--- src/hw/rtl/rnc_pkg.sv ---
`timescale 1ns / 1ps

package rnc_pkg;

   localparam int N_W   = 11;
   localparam int WAY_W = 30;
   localparam logic [WAY_W-1:0] WAY_MOD = 30'd1000000003;

   typedef enum logic [1:0] {
      S_IDLE,
      S_RUN,
      S_SEND
   } seq_state_type;

   typedef struct packed {
      logic load;
      logic step;
   } cell_ctl_type;

   // sum of two residues, one conditional subtraction
   function automatic logic [WAY_W-1:0] mod_add(input logic [WAY_W-1:0] a,
                                                input logic [WAY_W-1:0] b);
      logic [WAY_W:0] s;
      logic [WAY_W:0] d;
      s = {1'b0, a} + {1'b0, b};
      d = s - {1'b0, WAY_MOD};
      if (s >= {1'b0, WAY_MOD}) begin
         return d[WAY_W-1:0];
      end
      return s[WAY_W-1:0];
   endfunction

endpackage

--- src/hw/rtl/rnc_cell.sv ---
`timescale 1ns / 1ps

// cell k holds column (m - k) of the two latest line rows
module rnc_cell #(
   parameter int INDEX = 0
) (
   input  logic                          clock,
   input  rnc_pkg::cell_ctl_type         ctl,
   input  logic [rnc_pkg::N_W-1:0]       pick_count,
   input  logic [rnc_pkg::WAY_W-1:0]     older_next,
   output logic [rnc_pkg::WAY_W-1:0]     newer_q,
   output logic [rnc_pkg::WAY_W-1:0]     older_q
);

   logic                          hold_ff, hold_in;
   logic [rnc_pkg::WAY_W-1:0]     newer_ff, newer_in;
   logic [rnc_pkg::WAY_W-1:0]     older_ff, older_in;
   logic                          is_base;

   // the cell at index m is column zero, a constant one in both rows
   assign is_base = (32'(pick_count) == 32'(INDEX));

   always_comb begin
      hold_in  = hold_ff;
      newer_in = newer_ff;
      older_in = older_ff;
      if (ctl.load) begin
         hold_in  = (32'(INDEX) >= 32'(pick_count));
         newer_in = is_base ? rnc_pkg::WAY_W'(1) : '0;
         older_in = is_base ? rnc_pkg::WAY_W'(1) : '0;
      end else if (ctl.step && !hold_ff) begin
         newer_in = rnc_pkg::mod_add(older_next, newer_ff);
         older_in = newer_ff;
      end
   end

   always_ff @(posedge clock) begin
      hold_ff  <= hold_in;
      newer_ff <= newer_in;
      older_ff <= older_in;
   end

   assign newer_q = newer_ff;
   assign older_q = older_ff;

endmodule

--- config.mk ---
export PLATFORM = sky130hd
export DESIGN_NAME = rnc_cell
export DESIGN_NICKNAME = d
export VERILOG_FILES = /design/src/hw/rtl/rnc_pkg.sv /design/src/hw/rtl/rnc_cell.sv
export SDC_FILE = /design/constraint.sdc
export NUM_CORES = 1
export LEC_CHECK = 0
export BUFFER_PORTS_ARGS = -buffer_cell sky130_fd_sc_hd__buf_2
export CORE_MARGIN = 1
export CORE_UTILIZATION = 61
export DETAILED_ROUTE_END_ITERATION = 10
export MAX_ROUTING_LAYER = met4
export PLACE_DENSITY = 0.86
export SYNTH_ARGS = -nofsm -noshare
export SYNTH_HDL_FRONTEND = slang
export SYNTH_SLANG_ARGS = --single-unit
export TNS_END_PERCENT = 100
--- constraint.sdc ---
create_clock -name clock -period 6.2 [get_ports clock]
set_clock_uncertainty 0.05 [all_clocks]
set_input_delay 0.93 -clock clock [delete_from_list [all_inputs] [get_ports clock]]
set_output_delay 0.93 -clock clock [all_outputs]
set_load 0.1 [all_outputs]
# Word-level counts from Yosys, hierarchy flattened
# Index checks and enable logic that the tools add are counted.
# word_totals
out_inout_bits	60
reg_bits	61
elab_cells	21
# op_classes
n_addsub	2
n_lt_le_gt_ge	2
muxes	10
reduce_logical	4
# ops
cell	n
two-way mux 30 bit	6
adder 30 x 30 -> 31 bit	1
>= comparator 31 x 30 -> 1 bit (second input constant)	1
subtractor 30 bit (second input constant)	1
>= comparator 1 x 11 -> 1 bit (first input constant)	1
zero test 11 bit	1
two-way mux 1 bit	4
nonzero test 2 bit	1
logical AND 1 bit	1
zero test 1 bit	1

# Longest topological paths before layout
# depth
depth_word	8
ltp_mapped	14
mapped_depth_nobuf	12

# Least setup slack after synthesis
# Ideal clock, no wire load.
# synth_timing
path_type	register to register
from	reg newer_ff, in the netlist newer_q[0]
to	reg newer_ff, in the netlist newer_q[23] (data pin)
period_less_slack_ns	4.527
path_buffers	1
slack_ns	1.673
t_required_ns	5.888
arrival_ns	4.215
path_stages_with_launch	14
cell_sequence	edfxtp_1 > ha_1 > fa_1 > a21o_1 > a211oi_1 > o221ai_1 > nor3_2 > nand4_1 > a311o_1 > o31ai_4 > o21a_4 > buf_6 > o22ai_1 > mux2_1
# synth_between
elab_chain_cells	8
word_cells_on_any_way	10
classes_between	add/sub (2); order compare (1); mux (7)
# synth_rtl
item	line	source
from (decl)	rnc_cell.sv:16	logic [rnc_pkg::WAY_W-1:0] newer_ff, newer_in;
from (signal assigned)	rnc_cell.sv:39	newer_ff <= newer_in;
adder 30 x 30 -> 31 bit *	rnc_pkg.sv:25	s = {1'b0, a} + {1'b0, b};
>= comparator 31 x 30 -> 1 bit	rnc_pkg.sv:27	if (s >= {1'b0, WAY_MOD}) begin
two-way mux 1 bit	rnc_pkg.sv:27	
two-way mux 1 bit	rnc_cell.sv:31	end else if (ctl.step && !hold_ff) begin
two-way mux 1 bit	rnc_cell.sv:27	if (ctl.load) begin
two-way mux 30 bit *	rnc_pkg.sv:30	return s[WAY_W-1:0];
two-way mux 30 bit *	rnc_cell.sv:31	
two-way mux 30 bit *	rnc_cell.sv:27	
# Mark *: on every way between the ends. The rest lies on a longest branch, timed or not. The select of a mux whose other input is x is not followed.
# A chain may end at the register's enable or synchronous reset.

# Worst setup path in the final report
# layout_timing
from	in older_next[0] in the netlist's numbering
to	reg newer_ff, in the netlist newer_q[1] (data pin)
# layout_between
elab_chain_cells	8
word_cells_on_any_way	10
classes_between	add/sub (2); order compare (1); mux (7)
# layout_rtl
item	line	source
from (decl)	rnc_cell.sv:10	input logic [rnc_pkg::WAY_W-1:0] older_next,
adder 30 x 30 -> 31 bit *	rnc_pkg.sv:25	
>= comparator 31 x 30 -> 1 bit	rnc_pkg.sv:27	
two-way mux 1 bit	rnc_pkg.sv:27	
two-way mux 1 bit	rnc_cell.sv:31	
two-way mux 1 bit	rnc_cell.sv:27	
two-way mux 30 bit *	rnc_pkg.sv:30	
two-way mux 30 bit *	rnc_cell.sv:31	
two-way mux 30 bit *	rnc_cell.sv:27	
# Marks and branches as above.

==> results.py <==
metrics = {
    "run_status": {
        "status": "complete, no violations",
    },
    "yosys": {
        "synth_top_area_share_pct": 32.1,
        "yosysMostFrequentCell": "edfxtp_1",
        "netlist_area_um2": 5710,
        "synthTopCellsByArea": "edfxtp_1, ha_1, a21oi_1",
        "yosysWarnings": 0,
        "synthFlopType": "edfxtp_1",
        "synth_area_per_cell_um2": 8.92,
        "synth_top_cell_by_area": "edfxtp_1",
        "synth_common_cells": "edfxtp_1, nor2_1, a21oi_1",
        "ys_types": 83,
        "synth_edf_count": 61,
        "synthesis.nets": 716,
        "netlist_instances": 640,
        "yosysSeqAreaShare_pct": 32.1,
        "synth_async_sr_flop_share_pct": 0,
        "ys_ff_latch": 61,
    },
    "timing": {
        "period_minus_slack_ns": 4.99,
        "maxSlewHeadroom_pct": 36.4,
        "finalHoldViolCount": 0,
        "rsz0062_at_grt": "false",
        "setup_viol": 0,
        "period_share_pct": 80.4,
        "slew_violations": 0,
        "tns_ns": 0,
        "fmax_mhz": 201,
        "holdWs_ns": 0.553,
        "tightest_slew_ns": 0.955,
    },
    "setup_path": {
        "cp.arrival_ns": 5.04,
        "r2r-start": "newer_q[0]",
        "r2r_cells": 12,
        "endpoint_kind": "register",
        "rrSetupSlack_ns": 1.46,
        "slowest_stage": "o21ai_2",
        "cp_top_family": "compound AO/OA/AOI/OAI gates",
        "worstSetupPathType": "in2reg",
        "worstPathRequired_ns": 6.26,
        "r2r_end": "newer_q[1]",
        "start_kind": "input pin",
        "path_cells": "buf_2 > ha_1 > fa_1 > a21o_1 > a221oi_4 > o221ai_1 > xnor2_1 > nor4_2 > a211o_1 > o31ai_4 > o21ai_2 > a21oi_1 > mux2i_1",
        "cpPeakStageDelay_ns": 0.75,
        "cp_max_fo": 17,
        "path_buf_inv": 1,
    },
    "floorplan": {
        "die_h_um": 98.8,
        "die_area_um2": 9750,
        "rows": 34,
        "pin_count": 104,
        "core_um2": 8890,
        "start_util_pct": 64.2,
        "die-width_um": 98.8,
    },
    "cts": {
        "cts.reportedPaths.clkPinSlew_ns": 0.08,
        "cts_max_path_buffers": 2,
        "htreeDepth": 3,
        "cts_hold_buf": 0,
        "cts_setup_buffers": 0,
        "cts.sinks": 61,
        "clock_latency_ns": 0.36,
        "numCtsBuffers": 9,
        "clockRootBuffer": "clkbuf_8",
        "cts_resized": 0,
        "cts_tree": "done",
    },
    "grt": {
        "grt_pass1_wl_mm": 26.2,
        "grt_antenna_before_repair": 0,
        "track_usage_pct": 35.2,
        "grt_max_degree": 92,
        "grt_pass1_vias": 5346,
        "gr-total-overflow": 0,
    },
    "route": {
        "wl_per_cell_um": 19.7,
        "drt_iter0_drc": 432,
        "drtAntennaViolNets": 0,
        "drc": 0,
        "wirelength_mm": 16.5,
        "via_per_inst": 6.84,
        "via_count": 5706,
        "drt-pass1-iter-count": 5,
    },
    "worst_hold_path": {
        "min_path_cells": 1,
        "hold_class": "reg2reg",
        "holdCritStartpoint": "newer_q[7]",
        "hold_end": "older_q[7]",
    },
    "layout": {
        "antennaDiodeCount": 0,
        "layout.nets": 797,
        "area_delta_synth_final_pct": 12.0,
        "drive_above_1_share_pct": 22.6,
        "fillers": 697,
    },
    "placement": {
        "io_buffers": 103,
        "dp_hpwl_mm": 11.7,
        "gp_congestion": 0.942,
    },
    "job": {
        "maxCapViolCount": 0,
    },
}
==> area by class of cell <==
class	count	area [µm²]	area share, %
clock buffers	9	124	1.94
clock inverters	7	66.3	1.04
inverters	10	37.5	0.587
multi-input cells	531	3650	57.0
flip-flops and latches	61	1830	28.6
well taps	108	135	2.11
repair buffers	108	553	8.65
==> how the worst max path moves through the flow <==
stage	slack (ns)	depth (start not counted)	end	startpoint
CTS	1.37	13	newer_q[1]	older_next[0]
global placement	1.04	13	newer_q[1]	older_next[0]
floorplan	1.67	13	newer_q[23]	newer_q[0]
finish	1.21	13	newer_q[1]	older_next[0]
global route	1.01	13	newer_q[20]	older_next[0]
detailed placement	1.00	13	newer_q[1]	older_next[0]
==> cells by family after synthesis <==
kind of cell    after synthesis  share of synthesized area [%]
mux                          11                           2.13
simple gates                266                           25.3
flops                        61                           32.1
fa+ha+maj                    32                           7.14
xor+xnor                     26                           4.25
buf+inv                      48                           4.16
compound gates              196                           24.9
==> per-stage QoR <==
stage          setup slack, ns  instance area [µm²]  utilization, %  cells
2_1_floorplan             1.67                 5710               -    640
3_3_place_gp              1.04                 6210            69.8    818
3_5_place_dp              1.00                 6210            69.8    818
4_1_cts                   1.37                 6400            71.9    834
5_1_grt                   1.01                 6400            71.9    834
6_report                  1.21                 6400            71.9    834
==> metal layers <==
metal	part of all wire [%]	up-vias	track usage (%)
li1	-	2632	-
met1	43	2677	45.4
met2	46	340	55.0
met3	8.9	57	6.24
met4	2.5	0	14.1
met5	0	-	-
==> worst reg2reg max path: stages (launching register included) <==
cell and delay [ns]:
edfxtp_1 0.41, ha_1 0.25, fa_1 0.49, a21o_1 0.25
a221oi_4 0.39, o221ai_1 0.33, xnor2_1 0.33, nor4_2 0.42
a211o_1 0.25, o31ai_4 0.09, o21ai_2 0.75, a21oi_1 0.30
mux2i_1 0.19
==> placed cells by master, fill, tap and decap left out, types with 8 or more instances in the layout <==
master    instances
xnor2_1          14
a22oi_1           8
nand2_1          42
nand3_1          23
a21o_1            8
ha_1             31
nor2b_1          36
nor3_1           20
or3_1            13
clkbuf_8          9
nor4_1            8
o21ai_0          31
a21oi_1          46
buf_2           103
nor2_1           51
or2_2             9
xor2_1           10
nand4_1          19
o211ai_1         18
edfxtp_1         61
inv_1            10
==> state kept, by name, indices dropped and copies added, names as in the netlist <==
name     flops
newer_q     30
hold_ff      1
older_q     30
Power is not shown: default switching activity piles up to over one toggle a cycle in this logic, so the estimate is an artifact.
