**config.mk**
```make
export PLATFORM = sky130hd
export DESIGN_NAME = rnc_seq
export DESIGN_NICKNAME = d
export VERILOG_FILES = /design/src/hw/rtl/rnc_pkg.sv /design/src/hw/rtl/rnc_seq.sv
export SDC_FILE = /design/constraint.sdc
export NUM_CORES = 1
export LEC_CHECK = 0
export ABC_AREA = 1
export BUFFER_PORTS_ARGS = -buffer_cell sky130_fd_sc_hd__buf_2
export CORE_UTILIZATION = 59
export DETAILED_ROUTE_END_ITERATION = 8
export GPL_TIMING_DRIVEN = 1
export PLACE_DENSITY_LB_ADDON = 0.2
export SETUP_SLACK_MARGIN = 0.15
export SLEW_MARGIN = 40
export SYNTH_ARGS = -nofsm -noshare
export SYNTH_HDL_FRONTEND = slang
export SYNTH_SLANG_ARGS = --single-unit
```
**constraint.sdc**
```tcl
create_clock -name clock -period 6.72 [get_ports clock]
set_input_delay 0.336 -clock clock [delete_from_list [all_inputs] [get_ports clock]]
set_output_delay 0.336 -clock clock [all_outputs]
set_load 0.01 [all_outputs]
```
**src/hw/rtl/rnc_pkg.sv**
```systemverilog
`timescale 1ns / 1ps

package rnc_pkg;

   localparam int N_W   = 11;
   localparam int WAY_W = 30;
   localparam logic [WAY_W-1:0] WAY_MOD = 30'd1000000003;

   typedef enum logic [1:0] {
      S_IDLE,
      S_RUN,
      S_SEND
   } seq_state_type;

   typedef struct packed {
      logic load;
      logic step;
   } cell_ctl_type;

   // sum of two residues, one conditional subtraction
   function automatic logic [WAY_W-1:0] mod_add(input logic [WAY_W-1:0] a,
                                                input logic [WAY_W-1:0] b);
      logic [WAY_W:0] s;
      logic [WAY_W:0] d;
      s = {1'b0, a} + {1'b0, b};
      d = s - {1'b0, WAY_MOD};
      if (s >= {1'b0, WAY_MOD}) begin
         return d[WAY_W-1:0];
      end
      return s[WAY_W-1:0];
   endfunction

endpackage

```
**src/hw/rtl/rnc_seq.sv**
```systemverilog
`timescale 1ns / 1ps

module rnc_seq #(
   parameter int MAX_RING = 1024
) (
   input  logic                          clock,
   input  logic                          reset,
   input  logic                          req_tvalid,
   output logic                          req_tready,
   input  logic [rnc_pkg::N_W-1:0]       ring_size,
   input  logic [rnc_pkg::N_W-1:0]       pick_count,
   input  logic [rnc_pkg::WAY_W-1:0]     col_m,
   input  logic [rnc_pkg::WAY_W-1:0]     col_m_less,
   output rnc_pkg::cell_ctl_type         ctl,
   output logic                          rsp_tvalid,
   input  logic                          rsp_tready,
   output logic [rnc_pkg::WAY_W-1:0]     way_count
);

   rnc_pkg::seq_state_type        state_ff, state_in;
   logic [rnc_pkg::N_W-1:0]       n_ff, n_in;
   logic [rnc_pkg::N_W-1:0]       cnt_ff, cnt_in;
   logic [rnc_pkg::WAY_W-1:0]     saved_ff, saved_in;
   logic [rnc_pkg::WAY_W-1:0]     way_ff, way_in;
   logic                          bad_req;

   assign bad_req = (ring_size < rnc_pkg::N_W'(4)) || (32'(ring_size) > 32'(MAX_RING))
                    || (pick_count == '0) || (pick_count > (ring_size >> 1));

   always_ff @(posedge clock) begin
      if (reset) begin
         state_ff <= rnc_pkg::S_IDLE;
      end else begin
         state_ff <= state_in;
      end
      n_ff     <= n_in;
      cnt_ff   <= cnt_in;
      saved_ff <= saved_in;
      way_ff   <= way_in;
   end

   always_comb begin
      state_in   = state_ff;
      n_in       = n_ff;
      cnt_in     = cnt_ff;
      saved_in   = saved_ff;
      way_in     = way_ff;
      ctl        = '0;
      req_tready = 1'b0;
      rsp_tvalid = 1'b0;
      case (state_ff)
         rnc_pkg::S_IDLE: begin
            req_tready = 1'b1;
            if (req_tvalid) begin
               ctl.load = 1'b1;
               n_in     = ring_size;
               cnt_in   = '0;
               saved_in = '0;
               if (bad_req) begin
                  way_in   = '0;
                  state_in = rnc_pkg::S_SEND;
               end else begin
                  state_in = rnc_pkg::S_RUN;
               end
            end
         end
         rnc_pkg::S_RUN: begin
            // after cnt steps the chain holds line row cnt
            if (cnt_ff == n_ff - rnc_pkg::N_W'(1)) begin
               way_in   = rnc_pkg::mod_add(saved_ff, col_m);
               state_in = rnc_pkg::S_SEND;
            end else begin
               ctl.step = 1'b1;
               cnt_in   = cnt_ff + rnc_pkg::N_W'(1);
               if (cnt_ff == n_ff - rnc_pkg::N_W'(3)) begin
                  saved_in = col_m_less;
               end
            end
         end
         rnc_pkg::S_SEND: begin
            rsp_tvalid = 1'b1;
            if (rsp_tready) begin
               state_in = rnc_pkg::S_IDLE;
            end
         end
         default: begin
            state_in = rnc_pkg::S_IDLE;
         end
      endcase
   end

   assign way_count = way_ff;

endmodule

```
* Yosys cells after proc, flatten, opt, wreduce, memory -nomap -nowiden
Cells that the tools add are included.
Cells by class: reduce and logical (&&, ||, !) cells 11, equal/unequal tests 10, $add $sub $neg 5, $lt $le $gt $ge 4, mux-type cells 27
Operator list (number):
- 30-bit 2-to-1 mux | 8
- 30-bit one-hot mux with 2 select lines | 2
- 30-bit by 30-bit adder with 31-bit output | 1
- 31-bit by 30-bit >= comparator with 1-bit output, second input constant | 1
- 30-bit subtractor, second input constant | 1
- 11-bit equality test | 2
- 11-bit 2-to-1 mux | 2
- 11-bit one-hot mux with 2 select lines | 1
- 2-bit inequality test, second input constant | 6
- 11-bit by 1-bit adder with 11-bit output, second input constant | 1
- 11-bit by 10-bit > comparator with 1-bit output | 1
- 11-bit > comparator, second input constant | 1
- 11-bit zero test | 1
- 11-bit by 3-bit less-than comparator with 1-bit output, second input constant | 1
- 11-bit by 1-bit subtractor with 11-bit output, second input constant | 1
- 11-bit by 2-bit subtractor with 11-bit output, second input constant | 1
- 1-bit 2-to-1 mux | 9
- 2-bit 2-to-1 mux | 4
- 4-bit AND reduction | 2
- 2-bit one-hot mux with 3 select lines | 1
- 3-bit AND reduction | 2
- 1-bit logical OR | 3
- 2-bit by 1-bit equality test with 1-bit output, second input constant | 1
- 2-bit equality test, second input constant | 1
- 3 further kinds | 3
Word-level totals: word-level logic and storage cells 62, register bits after elaboration 84, bits of input ports 86

* Longest topological paths before layout
Gate-level depths: netlist of the first run.
word-level depth 8, mapped depth 24, depth with buffers taken out 23

* Worst setup path after synthesis of the first run
Ideal clock, no wire load.
path type reg2reg, start point register n_ff[0] in the netlist's numbering, end point register way_ff, in the netlist way_count[0] (enable), setup time 493 ps, slack 1595 ps, data arrival time 4632 ps, stages on the path, launching flop included 12, cell sequence edfxtp_1 > inv_1 > ha_1 > xor2_1 > nand2_1 > nor3_1 > o2111ai_1 > nor3_1 > nand2_1 > nand2_1 > inv_1 > nor4_1
On the way: word-level cells in the longest chain between the ends 4
RTL lines:
- from (decl) | line rnc_seq.sv:21 | logic [rnc_pkg::N_W-1:0] n_ff, n_in;
- from (signal assigned) | line rnc_seq.sv:36 | n_ff <= n_in;
- 11-bit by 1-bit subtractor with 11-bit output | line rnc_seq.sv:69 | if (cnt_ff == n_ff - rnc_pkg::N_W'(1)) begin
- 11-bit equality test | line rnc_seq.sv:69
- 2-bit inequality test (no line)
- 4-bit AND reduction (no line)
- to (signal assigned) | line rnc_seq.sv:39 | way_ff <= way_in;
- to (decl) | line rnc_seq.sv:24 | logic [rnc_pkg::WAY_W-1:0] way_ff, way_in;
No other way between the ends. A chain may end at the register's enable or synchronous reset.

* Worst setup path after layout of the first run
start point register saved_ff[0] in the netlist's numbering, end point register way_ff, in the netlist way_count[17] (data pin)
On the way: word-level cells in the longest chain between the ends 8
RTL lines:
- from (decl) | line rnc_seq.sv:23 | logic [rnc_pkg::WAY_W-1:0] saved_ff, saved_in;
- from (signal assigned) | line rnc_seq.sv:38 | saved_ff <= saved_in;
- 30-bit by 30-bit adder with 31-bit output (*) | line rnc_pkg.sv:25 | s = {1'b0, a} + {1'b0, b};
- 31-bit by 30-bit >= comparator with 1-bit output | line rnc_pkg.sv:27 | if (s >= {1'b0, WAY_MOD}) begin
- 1-bit 2-to-1 mux | line rnc_pkg.sv:27
- 1-bit 2-to-1 mux | line rnc_seq.sv:69
- 1-bit 2-to-1 mux | line rnc_seq.sv:51 | case (state_ff)
- 30-bit 2-to-1 mux (*) | line rnc_pkg.sv:30 | return s[WAY_W-1:0];
- 30-bit 2-to-1 mux (*) | line rnc_seq.sv:69
- 30-bit one-hot mux with 2 select lines (*) | line rnc_seq.sv:51
Every way passes the cells marked *; elsewhere a longest branch is shown, timed or not. The select of a mux whose other input is x is not followed.

==> reports/results.ini, run 1 <==
[run_status]
status=complete, no violations

[pwr]
power.density_mw_per_mm2=222
p_int_w=0.00123
combPwrFrac_pct=43.6
p_sw_share_pct=40.4
clkPwrFrac_pct=23.4
p_seq_share_pct=33.1
vdd_drop_max_mv=0.113
p_switching_w=0.000831
p_leak_nw=4.86

[clock_network]
cts_buffer_depth=2
hold_buffers=0
cts-root-buf=clkbuf_16
tritoncts=built
clk-insertion-delay-late_ps=350
clkSinkCount=84
htree_levels=3
post_cts_buffers=0
clk_pin_slew_ps=60
numCtsBuffers=9
cts_resized=0

[global_route]
track_usage_pct=28.5
antenna_found_initial=0
grt_max_degree=33
first_global_vias=7107
grt_pass1_wl_um=32700
grt-ovfl-total=0

[final_layout]
final.fill_count=1213
fin_util_pct=69.0
area_growth_syn_to_layout_pct=12.9
multi_input_area_sq_mm=0.00474
final-seq-area_sq_mm=0.00250
diodes=0
nets=1492
drive_gt1_share_pct=18.0

[worst_setup_path]
cpMostUsedCell=nand2_1
worstPathRequired_ps=6820
worst_setup_path_end_kind=flip-flop
slowest_stage=fa_1
rr_endpoint=way_count[17]
crit_type=reg -> reg
timing.rr.start=saved_ff[0]
ff2ff_setup_slack_ps=3150
ff2ff_path_depth=19
cp-start-kind=flip-flop
critical_path.cell_chain=ha_1 > inv_1 > fa_1 > inv_2 > nand3_1 > nand2_1 > nand2_1 > nand2_2 > nand2_1 > nand4_1 > nand2_1 > nor2_1 > nand2_1 > nor2_1 > nand2_4 > nand2_4 > inv_2 > nor2_1 > nor2_1
max_stage_delay_ps=440
crit_fanout=30
arrival_ps=3670

[logic_synthesis]
syn_nets=1372
synth_edf_count=82
yosys.area.top_type_share_pct=30.1
yosysUniqueCellTypes=48
synth_area_leaders=edfxtp_1 (30%), nand2_1 (16%), inv_1 (9.8%), nor2_1 (8.8%), ha_1 (6.7%)
synth_ff_type=edfxtp_1
syn_inst=1241
ys_warn_count=0
netlist_area_sq_mm=0.00819
avgSynthCellArea_sq_um=6.60
synthTopCellsByCount=nand2_1 (355), inv_1 (213), nor2_1 (191)
yosysSeqAreaShare_pct=30.5
ys_ff_latch=84
yosysTopAreaCell=edfxtp_1
synthArstFlopShare_pct=0
synth_most_common_cell=nand2_1

[die]
die_x_um=120
die_h_um=120
rows=42
start_util_pct=61.1
num_io_pins=120
coreArea_sq_mm=0.0134
die_area_sq_mm=0.0144

[sta]
finalSetupViolCount=0
min_period_over_period_pct=53.1
totalNegativeSetupSlack_ps=0
finalHoldViolations=0
max_slew.worst_pin.slew_ps=515
period_minus_slack_ps=3570
drv_slew=0
rsz0062_at_grt=no
fmaxAchievable_mhz=280
slew-limit-headroom_pct=65.4
fin_worst_skew_ps=9.89

[min_path]
hp-start=reset
hold_depth=2
hold_path_class=in -> reg
holdPathEnd=state_ff[0]

[drt]
routed_wl_um=19600
viasPerCell=5.12
first_pass_iters=5
antenna_left=0
num_vias=7898
drc=0
drtIter0Drc=695
wire_per_inst_um=12.7

[placement]
io_buffers=119
place_congestion=0.958
dp_hpwl_um=16300

[run]
cap_violations=0

-- cell families (layout without fill, tap and decap cells) --
group | after synthesis | count (layout) | synth area share, %
simple gates | 741 | 741 | 40.0
compound gates | 83 | 83 | 6.08
fa+ha+maj | 45 | 45 | 6.97
xor+xnor | 43 | 43 | 4.69
buf+inv | 245 | 370 | 11.8
flops | 84 | 84 | 30.5
-- worst max path at each step --
stage                      startpoint       endpoint  slack [ps]
after floorplan               n_ff[0]   way_count[0]        1590
after CTS                 saved_ff[0]  way_count[22]        3180
after global routing      saved_ff[0]  way_count[17]        2830
after detailed placement     col_m[0]  way_count[22]        3110
final                     saved_ff[0]  way_count[17]        3150
after global placement       col_m[0]  way_count[20]        3220
-- routing by layer --
| metal | wire length, um | up-vias | track usage [%] | share of wire [%] |
|---|---|---|---|---|
| met1 | 9690 | 3459 | 41.9 | 49 |
| li1 | - | 4130 | - | - |
| met5 | 0 | - | 0 | 0 |
| met4 | 371 | 0 | 9.84 | 1.9 |
| met2 | 8300 | 276 | 43.3 | 42 |
| met3 | 1230 | 33 | 3.28 | 6.3 |
-- final cells by class --
type | count | share of cell area, %
clock buffers | 13 | 2.92
multi-input cells | 912 | 51.2
flip-flops and latches | 84 | 27.1
well taps | 176 | 2.38
inverters | 230 | 9.33
clock inverters | 3 | 0.216
repair buffers | 124 | 6.85
-- power groups by stage --
stage | registers (W) | logic (W) | clock network (W)
detailed placement | 0.000691 | 0.000880 | 0
CTS | 0.000681 | 0.000885 | 0.000485
global placement | 0.000689 | 0.000871 | 0
finish | 0.000680 | 0.000896 | 0.000480
global route | 0.000687 | 0.00100 | 0.000504
floorplan | 0.000703 | 0.000661 | 0
-- sequential cells by signal, indices dropped and copies added, names as in the netlist --
| name | flops |
|---|---|
| state_ff | 2 |
| cnt_ff | 11 |
| n_ff | 11 |
| way_count | 30 |
| saved_ff | 30 |
-- cells in the final DEF, fill, tap and decap left out, types with 2 or more instances in the layout --
cell	Yosys	final
nand2_1	355	355
inv_1	213	213
nor2_1	191	191
buf_2	4	119
edfxtp_1	82	82
nand3_1	74	74
ha_1	44	44
nand2_2	36	36
a21oi_1	29	29
xor2_1	26	26
o21ai_0	26	26
nand4_1	19	19
nor2_2	18	18
xnor2_1	16	16
inv_2	16	16
nor3_1	12	12
nand3_2	10	10
clkbuf_16	0	9
a21oi_2	8	8
nor2_4	7	7
buf_4	0	5
nor4_1	5	4
o2111ai_1	3	3
a21boi_0	3	3
nand2_4	3	3
nor3_2	3	3
clkbuf_8	0	3
a211oi_1	2	2
o31ai_1	2	2
a31oi_1	2	2
and2_1	2	2
nand3b_1	2	2
o21ai_1	2	2
clkinvlp_4	0	2
dfxtp_1	2	2
-- stage by stage --
| step | setup slack, ps | hold WS (ps) | std cells | cell area [sq um] | total power (W) |
|---|---|---|---|---|---|
| 2_1_floorplan | 1590 | 405 | 1241 | 8190 | 0.00136 |
| 3_3_place_gp | 3220 | 512 | 1526 | 8960 | 0.00156 |
| 3_5_place_dp | 3110 | 511 | 1526 | 8960 | 0.00157 |
| 4_1_cts | 3180 | 145 | 1542 | 9250 | 0.00205 |
| 5_1_grt | 2830 | 158 | 1542 | 9250 | 0.00219 |
| 6_report | 3150 | 150 | 1542 | 9250 | 0.00206 |
-- worst max-delay path, delay by kind of cell, from the launching register on --
family                     cells  cell delay, ps
and+or+nand+nor               14            1910
adders and majority gates      2             670
buffers and inverters          3             390
DFF                            1             330
(Power assumes the default switching activity.)
==> inputs of run 2 (changes only) <==
clock period = 3.7 ns   (was 6.72 ns; I/O delays follow)
==> run 2 against run 1 <==
  * Total power up 88%
  * Maximum frequency up 10%
  * Global-route usage up 1.6 points
  * Register-to-register slack worse by 2700 ps
  * Count of clock-buffer cells in the layout down 2
  * Critical path type unchanged
  * Sequential power up 82%
  * First-iteration DRC count down 12%
  * Routed wire length up 4.6%
  * Non-clock buffer count up 3
  * Clock skew up 2.7 ps
  * Combinational power up 88%
  * Clock power up 95%
==> reports/results.ini, run 2 (same netlist as run 1, synthesis figures left out) <==
[final_layout]
area_growth_syn_to_layout_pct=14.5
design_area_sq_mm=0.00938
multi_input_area_sq_mm=0.00483
final_common_cell=nand2_1
drive_gt1_share_pct=19.0
layout.cells.most_common_list=nand2_1 (352), inv_1 (213), nor2_1 (187)
diodes=0
final.fill_count=1184
final-seq-area_sq_mm=0.00250
nets=1496

[clock_network]
htree_levels=3
clk_pin_slew_ps=70
numCtsBuffers=9
clk-insertion-delay-late_ps=350
hold_buffers=0
cts-root-buf=clkbuf_16
tritoncts=built
clkSinkCount=84
cts_buffer_depth=2

[sta]
totalNegativeSetupSlack_ps=0
whs_ps=14.4
finalSetupViolCount=0
fin_worst_skew_ps=12.6
fmaxAchievable_mhz=309
max_slew.worst_pin.slew_ps=743
drv_slew=0
layout_setup_ws_ps=468
rsz0062_at_grt=no
slew-limit-headroom_pct=50.0
finalHoldViolations=0
period_minus_slack_ps=3230
min_period_over_period_pct=87.4

[worst_setup_path]
cpMostUsedCell=nor2_1
max_stage_delay_ps=420
crit_type=reg -> reg
worstPathRequired_ps=3800
critical_path.cell_chain=ha_2 > inv_1 > fa_2 > inv_1 > ha_1 > inv_1 > nor2_2 > nand2_1 > nor2_1 > nand2_1 > nor2_1 > nand3_1 > nor2_1 > nand3_1 > nor2_4 > nor2_4 > buf_4 > nand2_8 > inv_4 > nor2_1 > nor2_1
critical_path.top_delay_family=simple AND/OR/NAND/NOR gates
ff2ff_setup_slack_ps=470
timing.rr.start=saved_ff[0]
ff2ff_path_depth=21
arrival_ps=3330
path_buf_inv=5
slowest_stage=fa_2
worst_setup_path_end_kind=flip-flop
rr_endpoint=way_count[22]
crit_fanout=19
cp-start-kind=flip-flop

[die]
die_x_um=120
start_util_pct=61.1
die_area_sq_mm=0.0144
die_h_um=120
num_io_pins=120
rows=42
coreArea_sq_mm=0.0134

[placement]
dp_hpwl_um=16700
pre_cts_slack_ps=185
placed_area_sq_mm=0.00899
place_congestion=0.918
io_buffers=119

[min_path]
holdPathEnd=state_ff[0]
hp-start=reset
hold_depth=2
hold_path_class=in -> reg

[drt]
num_vias=8076
drc=0
drtIter0Drc=610
viasPerCell=5.22
antenna_left=0
first_pass_iters=5
routed_wl_um=20500
wire_per_inst_um=13.3

[global_route]
grt-ovfl-total=0
track_usage_pct=30.1
first_global_vias=7470
antenna_found_initial=0
grt_pass1_wl_um=34500
grt_max_degree=33

[run_status]
status=complete, no violations

[pwr]
power.density_mw_per_mm2=411
p_leak_nw=4.92
vdd_drop_max_mv=0.273

[run]
cap_violations=0

-- run 2: through the flow --
stage,total power [W],std cells,utilization (%)
CTS,0.00381,1543,69.3
global route,0.00412,1546,70.0
global placement,0.00285,1527,67.1
detailed placement,0.00287,1527,67.1
finish,0.00386,1546,70.0
floorplan,0.00248,1241,-
-- run 2: layer usage --
metal | vias up | global-route usage, % | part of all wire (%)
li1 | 4160 | - | -
met1 | 3604 | 43.2 | 49
met2 | 274 | 47.4 | 43
met3 | 38 | 3.52 | 5.9
met4 | 0 | 8.91 | 2.2
met5 | - | 0 | 0
-- run 2: timing repair --
item,CTS,global route
gates resized for setup,0,18
setup endpoints to repair,0,30
setup buffers,0,2
-- run 2: cell type report --
type / instances / area share [%]
well taps: 176 / 2.35
clock buffers: 11 / 2.59
repair buffers: 127 / 6.99
inverters: 230 / 9.23
flip-flops and latches: 84 / 26.7
multi-input cells: 913 / 51.5
clock inverters: 5 / 0.640
-- run 2: report_power, final --
group | internal (W) | switching, W | total, W
Sequential | 0.00118 | 0.0000552 | 0.00124
Clock | 0.000545 | 0.000394 | 0.000938
Combinational | 0.000557 | 0.00113 | 0.00168
Total | 0.00228 | 0.00158 | 0.00386
-- run 2: worst max path at each step --
stage           startpoint             to  slack [ps]  cells after the start
6_report       saved_ff[0]  way_count[22]         470                     21
5_1_grt        saved_ff[0]   way_count[3]         140                     21
4_1_cts        saved_ff[0]  way_count[22]         150                     19
3_5_place_dp   saved_ff[0]  way_count[22]         190                     19
3_3_place_gp   saved_ff[0]  way_count[20]         270                     19
2_1_floorplan      n_ff[0]   way_count[0]         440                     11
